$ cat config.mk
export PLATFORM = sky130hd
export DESIGN_NAME = ultrasonic_echo_ranger
export DESIGN_NICKNAME = d
export VERILOG_FILES = /design/src/uer_pkg.sv /design/src/uer_core.sv /design/src/ultrasonic_echo_ranger.sv
export SDC_FILE = /design/constraint.sdc
export NUM_CORES = 1
export LEC_CHECK = 0
export ABC_AREA = 1
export BUFFER_PORTS_ARGS = -buffer_cell sky130_fd_sc_hd__buf_2
export CORE_UTILIZATION = 24
export CTS_BUF_LIST = sky130_fd_sc_hd__clkbuf_16
export CTS_CLUSTER_SIZE = 8
export DETAILED_ROUTE_END_ITERATION = 16
export PLACE_DENSITY = 0.39
export SKIP_CTS_REPAIR_TIMING = 1
export SYNTH_ARGS = -nofsm -noshare
export SYNTH_HDL_FRONTEND = slang
export SYNTH_SLANG_ARGS = --single-unit
$ cat constraint.sdc
create_clock -name aclk -period 3.22 [get_ports aclk]
set_input_delay 0.322 -clock aclk [delete_from_list [all_inputs] [get_ports aclk]]
set_output_delay 0.322 -clock aclk [all_outputs]
set_load 0.005 [all_outputs]
$ cat src/uer_pkg.sv
package uer_pkg;

    localparam int COUNTER_BITS_DEF = 12;
    localparam int TRIG_W = 8;
    localparam int TIMEOUT_W = 12;
    localparam int DIST_W = 10;
    localparam int CFG_IDX_W = 2;
    localparam int CFG_DATA_W = 12;

    localparam logic [TRIG_W-1:0] TRIG_TICKS_RST = 8'd1;
    localparam logic [TIMEOUT_W-1:0] ECHO_TIMEOUT_RST = 12'd3200;

    localparam logic [CFG_IDX_W-1:0] CFG_TRIGGER_TICKS = 2'd0;
    localparam logic [CFG_IDX_W-1:0] CFG_ECHO_TIMEOUT = 2'd1;

    // distance = count * 10 >> 6
    localparam int DIST_MUL = 10;
    localparam int DIST_SHIFT = 6;

    typedef enum logic [1:0] {
        CMD_START = 2'd0,
        CMD_TICK  = 2'd1,
        CMD_EDGE  = 2'd2
    } cmd_t;

    typedef enum logic [2:0] {
        PH_READY     = 3'd0,
        PH_WAIT_TRIG = 3'd1,
        PH_TRIG_HIGH = 3'd2,
        PH_WAIT_ECHO = 3'd3,
        PH_ECHO_HIGH = 3'd4,
        PH_FINISHED  = 3'd5,
        PH_FAILURE   = 3'd6
    } phase_t;

    typedef struct packed {
        logic              start_refused;
        phase_t            fsm_state;
        logic              trigger_level;
        logic              done_res;
        logic [DIST_W-1:0] range_cm;
    } uer_result_t;

endpackage

$ cat src/uer_core.sv
module uer_core import uer_pkg::*; #(
    parameter int COUNTER_BITS = COUNTER_BITS_DEF
) (
    input  logic                  aclk,
    input  logic                  aresetn,
    input  logic                  step_en,
    input  logic [1:0]            cmd,
    input  logic                  level,
    input  logic                  cfg_we,
    input  logic [CFG_IDX_W-1:0]  cfg_index,
    input  logic [CFG_DATA_W-1:0] cfg_data,
    output uer_result_t           result
);

    localparam int CMP_W = (COUNTER_BITS > TIMEOUT_W) ? COUNTER_BITS : TIMEOUT_W;
    localparam int PROD_W = COUNTER_BITS + 4;

    phase_t                  phase_reg, phase_next;
    logic [COUNTER_BITS-1:0] cnt_reg, cnt_next, cnt_inc;
    logic [TRIG_W-1:0]       trig_reg;
    logic [TIMEOUT_W-1:0]    timeout_reg;
    logic                    refused;
    logic                    inc_ge_trig, inc_ge_timeout;
    logic [PROD_W-1:0]       prod;
    logic [PROD_W+DIST_W-1:0] prod_ext;

    always_ff @(posedge aclk) begin
        if (!aresetn) begin
            phase_reg   <= PH_READY;
            cnt_reg     <= '0;
            trig_reg    <= TRIG_TICKS_RST;
            timeout_reg <= ECHO_TIMEOUT_RST;
        end else begin
            phase_reg <= phase_next;
            cnt_reg   <= cnt_next;
            if (cfg_we && cfg_index == CFG_TRIGGER_TICKS) begin
                trig_reg <= cfg_data[TRIG_W-1:0];
            end
            if (cfg_we && cfg_index == CFG_ECHO_TIMEOUT) begin
                timeout_reg <= cfg_data[TIMEOUT_W-1:0];
            end
        end
    end

    assign cnt_inc        = cnt_reg + 1'b1;
    assign inc_ge_trig    = CMP_W'(cnt_inc) >= CMP_W'(trig_reg);
    assign inc_ge_timeout = CMP_W'(cnt_inc) >= CMP_W'(timeout_reg);

    always_comb begin
        phase_next = phase_reg;
        cnt_next   = cnt_reg;
        refused    = 1'b0;
        if (step_en) begin
            case (cmd_t'(cmd))
                CMD_START: begin
                    if (phase_reg == PH_READY || phase_reg == PH_FINISHED ||
                        phase_reg == PH_FAILURE) begin
                        phase_next = PH_WAIT_TRIG;
                    end else begin
                        refused = 1'b1;
                    end
                end
                CMD_TICK: begin
                    case (phase_reg)
                        PH_WAIT_TRIG: begin
                            cnt_next   = '0;
                            phase_next = PH_TRIG_HIGH;
                        end
                        PH_TRIG_HIGH: begin
                            if (inc_ge_trig) begin
                                cnt_next   = '0;
                                phase_next = PH_WAIT_ECHO;
                            end else begin
                                cnt_next = cnt_inc;
                            end
                        end
                        PH_WAIT_ECHO, PH_ECHO_HIGH: begin
                            cnt_next = cnt_inc;
                            if (inc_ge_timeout) begin
                                phase_next = PH_FAILURE;
                            end
                        end
                        default: ;
                    endcase
                end
                CMD_EDGE: begin
                    if (phase_reg == PH_WAIT_ECHO) begin
                        if (level) begin
                            cnt_next   = '0;
                            phase_next = PH_ECHO_HIGH;
                        end else begin
                            phase_next = PH_FAILURE;
                        end
                    end else if (phase_reg == PH_ECHO_HIGH) begin
                        phase_next = level ? PH_FAILURE : PH_FINISHED;
                    end
                end
                default: ;
            endcase
        end
    end

    // x10 as shift-and-add
    assign prod     = (PROD_W'(cnt_next) << 3) + (PROD_W'(cnt_next) << 1);
    assign prod_ext = (PROD_W+DIST_W)'(prod) >> DIST_SHIFT;

    always_comb begin
        result.start_refused = refused;
        result.fsm_state     = phase_next;
        result.trigger_level = (phase_next == PH_TRIG_HIGH);
        result.done_res      = (phase_next == PH_FINISHED) || (phase_next == PH_FAILURE);
        result.range_cm      = (phase_next == PH_FINISHED) ? prod_ext[DIST_W-1:0] : '0;
    end

endmodule

$ cat src/ultrasonic_echo_ranger.sv
// A request is accepted into the input register; once the output register is free,
// the state update and the result register take it, and the result is on m_*.
// Throughput: one request per cycle while m_ready does not stall the output register.
// Reset (aresetn low, synchronous): state ready, tick count zero,
// trigger_ticks 1, echo_timeout_ticks 3200, both channels empty.
module ultrasonic_echo_ranger import uer_pkg::*; #(
    parameter int COUNTER_BITS = COUNTER_BITS_DEF
) (
    input  logic                  aclk,
    input  logic                  aresetn,
    input  logic                  s_valid,
    output logic                  s_ready,
    input  logic [1:0]            s_command,
    input  logic                  s_echo_level,
    output logic                  m_valid,
    input  logic                  m_ready,
    output logic                  m_start_refused,
    output logic [2:0]            m_fsm_state,
    output logic                  m_trigger_level,
    output logic                  m_done_res,
    output logic [DIST_W-1:0]     m_range_cm,
    input  logic                  cfg_valid,
    output logic                  cfg_ready,
    input  logic [CFG_IDX_W-1:0]  cfg_index,
    input  logic [CFG_DATA_W-1:0] cfg_data
);

    logic        in_valid_reg;
    logic [1:0]  in_cmd_reg;
    logic        in_level_reg;
    logic        out_valid_reg;
    uer_result_t out_res_reg;
    uer_result_t core_res;
    logic        out_free, advance;

    assign out_free  = !out_valid_reg || m_ready;
    assign advance   = in_valid_reg && out_free;
    assign s_ready   = !in_valid_reg || out_free;
    assign cfg_ready = 1'b1;

    always_ff @(posedge aclk) begin
        if (!aresetn) begin
            in_valid_reg  <= 1'b0;
            out_valid_reg <= 1'b0;
        end else begin
            if (s_ready) begin
                in_valid_reg <= s_valid;
            end
            if (out_free) begin
                out_valid_reg <= in_valid_reg;
            end
        end
    end

    always_ff @(posedge aclk) begin
        if (s_valid && s_ready) begin
            in_cmd_reg   <= s_command;
            in_level_reg <= s_echo_level;
        end
        if (advance) begin
            out_res_reg <= core_res;
        end
    end

    uer_core #(
        .COUNTER_BITS(COUNTER_BITS)
    ) u_core (
        .aclk      (aclk),
        .aresetn   (aresetn),
        .step_en   (advance),
        .cmd       (in_cmd_reg),
        .level     (in_level_reg),
        .cfg_we    (cfg_valid && cfg_ready),
        .cfg_index (cfg_index),
        .cfg_data  (cfg_data),
        .result    (core_res)
    );

    assign m_valid         = out_valid_reg;
    assign m_start_refused = out_res_reg.start_refused;
    assign m_fsm_state     = out_res_reg.fsm_state;
    assign m_trigger_level = out_res_reg.trigger_level;
    assign m_done_res      = out_res_reg.done_res;
    assign m_range_cm      = out_res_reg.range_cm;

endmodule

==> results.json <==
{
  "rr_worst_depth": 20,
  "fin_ws_ns": -0.243,
  "diodes": 0,
  "drive_gt1_frac": 0.324,
  "cts.reportedPaths.clkPinSlew_ns": 0.08,
  "ys_top_cells_by_count": "nand2_1 (90), inv_1 (79), nor2_1 (54)",
  "layoutNonFillerInstCount": 790,
  "leakage_nw": 2.29,
  "gp_congestion": 0.889,
  "final.setup_skew_ns": 0.0147,
  "io_buffers": 39,
  "rows": 45,
  "cp_cell_sequence": "nand3_4 -> nor3_4 -> xor2_2 -> ha_1 -> a21o_1 -> nor2_2 -> nand3_1 -> nor2_1 -> nand4_1 -> nand2_2 -> buf_4 -> nand3_2 -> nand2_4 -> ha_4 -> buf_4 -> a31oi_2 -> o22ai_1 -> inv_1 -> nand2_2 -> and3_1",
  "post-route-min-period_ns": 3.46,
  "synth.top_cells.by_area": "dfxtp_1 (20%), edfxtp_1 (15%), ha_1 (11%), nand2_1 (9.1%), inv_1 (8.0%)",
  "die_x_um": 126,
  "cts.sinks": 56,
  "critPathArrivalTime_ns": 3.54,
  "antenna_found_initial": 0,
  "worstMarginPinSlew_ns": 0.600,
  "vdd_drop_max_mv": 0.206,
  "nets": 657,
  "grt_pass1_vias": 3390,
  "cp.required_ns": 3.30,
  "core_area_mm2": 0.0151,
  "critPathSlowestCell": "dfxtp_4",
  "io_pins": 41,
  "outcome": "finished, violations left",
  "cp_slowest_stage_delay_ns": 0.38,
  "dp_hpwl_mm": 8.28,
  "yosys_warnings": 0,
  "end_kind": "flop",
  "syn_inst": 505,
  "die_h_um": 126,
  "ant_nets": 0,
  "clk_path_buf_depth": 2,
  "cp_max_fo": 5,
  "synth_nets": 561,
  "cts_tree": "built",
  "drtPass1Iterations": 10,
  "dp.cells": 777,
  "cts_max_level": 2,
  "clock_latency_ns": 0.31,
  "pre_cts_ws_ns": -0.380,
  "fmax_mhz": 289,
  "synth-edff-count": 19,
  "yosysMostFrequentCell": "nand2_1",
  "synth.distinct_cells": 40,
  "root_buffer": "clkbuf_16",
  "synth_seq_cells": 56,
  "slew_headroom": 0.599,
  "min_period_over_period": 1.08,
  "setup_viol": 10,
  "rsz0062_at_grt": "yes",
  "synth_top_area_frac": 0.200,
  "drc_errors": 2,
  "areaGrowthSynthToFinish_pct": 35.3,
  "viasPerCell": 4.52,
  "grt_start_max_net_pins": 22,
  "maxCapViolCount": 0,
  "grt_pass1_wl_mm": 16.8,
  "wl_per_cell_um": 13.1,
  "ys.flop_type": "dfxtp_1",
  "violations": "DRC, setup timing",
  "syn_avg_cell_area_um2": 7.35,
  "routed_wirelength_mm": 10.3,
  "die_area_mm2": 0.0160,
  "yosysSeqAreaShare": 0.353,
  "syn_area_mm2": 0.00371,
  "finalHoldViolations": 0,
  "powerDensity_mw_per_mm2": 310,
  "grt.overflow.total": 0,
  "crit_path_start_kind": "flop",
  "fillers": 1589,
  "cts_buffers": 5,
  "track_usage": 0.134,
  "synth_largest_area_cell": "dfxtp_1",
  "slew_violations": 0,
  "vias": 3574,
  "start_util": 0.245,
  "drt_iter0_drc": 143,
  "worstHoldPathType": "input port to flop",
  "crit_type": "flop to flop",
  "hold-path-cell-count": 1,
  "async_reset_ff_frac": 0
}
-- metal layers --
| layer | wire length, um | up-vias | track usage | share of wire |
|---|---|---|---|---|
| li1 | - | 1865 | - | - |
| met1 | 5100 | 1643 | 0.178 | 0.49 |
| met2 | 4820 | 55 | 0.219 | 0.47 |
| met3 | 248 | 11 | 0.0245 | 0.024 |
| met4 | 160 | 0 | 0.0446 | 0.015 |
| met5 | 0 | - | 0 | 0 |
-- through the flow --
stage	TNS (ns)	hold WS, ns	power (mW)	area (um2)	utilization
floorplan	-0.663	0.421	0.908	3850	-
global placement	-2.65	0.457	0.984	4640	0.306
detailed placement	-3.04	0.455	0.988	4640	0.306
CTS	-3.17	0.169	1.58	4790	0.316
global route	-4.46	0.165	1.63	5020	0.332
finish	-1.75	0.180	1.56	5020	0.332
-- path summary, 6_finish.rpt --
check                                                        start                            endpoint  slack (ns)
worst min register to register  u_core.timeout_reg[6]$_SDFFE_PN0P_  u_core.timeout_reg[6]$_SDFFE_PN0P_        0.47
worst max-delay path                  u_core.cnt_reg[0]$_SDFF_PN0_         m_range_cm[9]$_SDFFCE_PN0P_       -0.24
worst min-delay path                                  s_echo_level              in_level_reg$_DFFE_PP_        0.18
worst max register to register        u_core.cnt_reg[0]$_SDFF_PN0_         m_range_cm[9]$_SDFFCE_PN0P_       -0.24
-- logic make-up after synthesis --
family          share of synthesized area
xor+xnor                           0.0142
fa+ha+maj                           0.115
buf+inv                            0.0917
flops                               0.353
simple gates                        0.255
other cells                       0.00101
compound gates                      0.170
-- cell usage in the layout, fill, tap and decap left out, types with 5 or more instances in the layout --
cell type,netlist,routed
nand4_1,8,8
nand2_4,0,5
clkbuf_16,0,5
inv_1,79,73
inv_2,1,7
edfxtp_1,19,19
buf_4,1,57
ha_4,0,8
nand3_1,23,19
nor2_1,54,48
ha_1,34,26
a21oi_1,47,40
nor2_2,2,7
buf_2,2,39
nand2_1,90,82
nand3_2,2,5
nand2_2,17,20
o21ai_0,33,29
dfxtp_1,37,30
-- worst max-delay path: cells and delay by family (launching register included) --
| kind | cells | cell delay [ns] |
|---|---|---|
| and+or+nand+nor | 11 | 1.34 |
| buffers and inverters | 3 | 0.37 |
| DFF | 1 | 0.38 |
| AOI/OAI and AO/OA | 3 | 0.50 |
| adders and majority gates | 2 | 0.49 |
| xor gates and xnor gates | 1 | 0.18 |
-- power by group --
part | total [mW] | leakage (nW) | switching (mW) | internal (mW)
registers | 0.767 | 0.491 | 0.0121 | 0.755
clock network | 0.579 | 0.0703 | 0.287 | 0.292
logic | 0.211 | 1.73 | 0.131 | 0.0802
total | 1.56 | 2.29 | 0.430 | 1.13
-- cell type report --
| type | instances | area, um2 | area share |
|---|---|---|---|
| multi-input cells | 360 | 2370 | 0.472 |
| repair buffers | 97 | 634 | 0.126 |
| clock inverters | 3 | 22.5 | 0.00449 |
| flip-flops and latches | 56 | 1330 | 0.264 |
| inverters | 81 | 304 | 0.0606 |
| clock buffers | 5 | 125 | 0.0249 |
| well taps | 188 | 235 | 0.0468 |
Note: power is estimated with default switching activity, not from simulation.
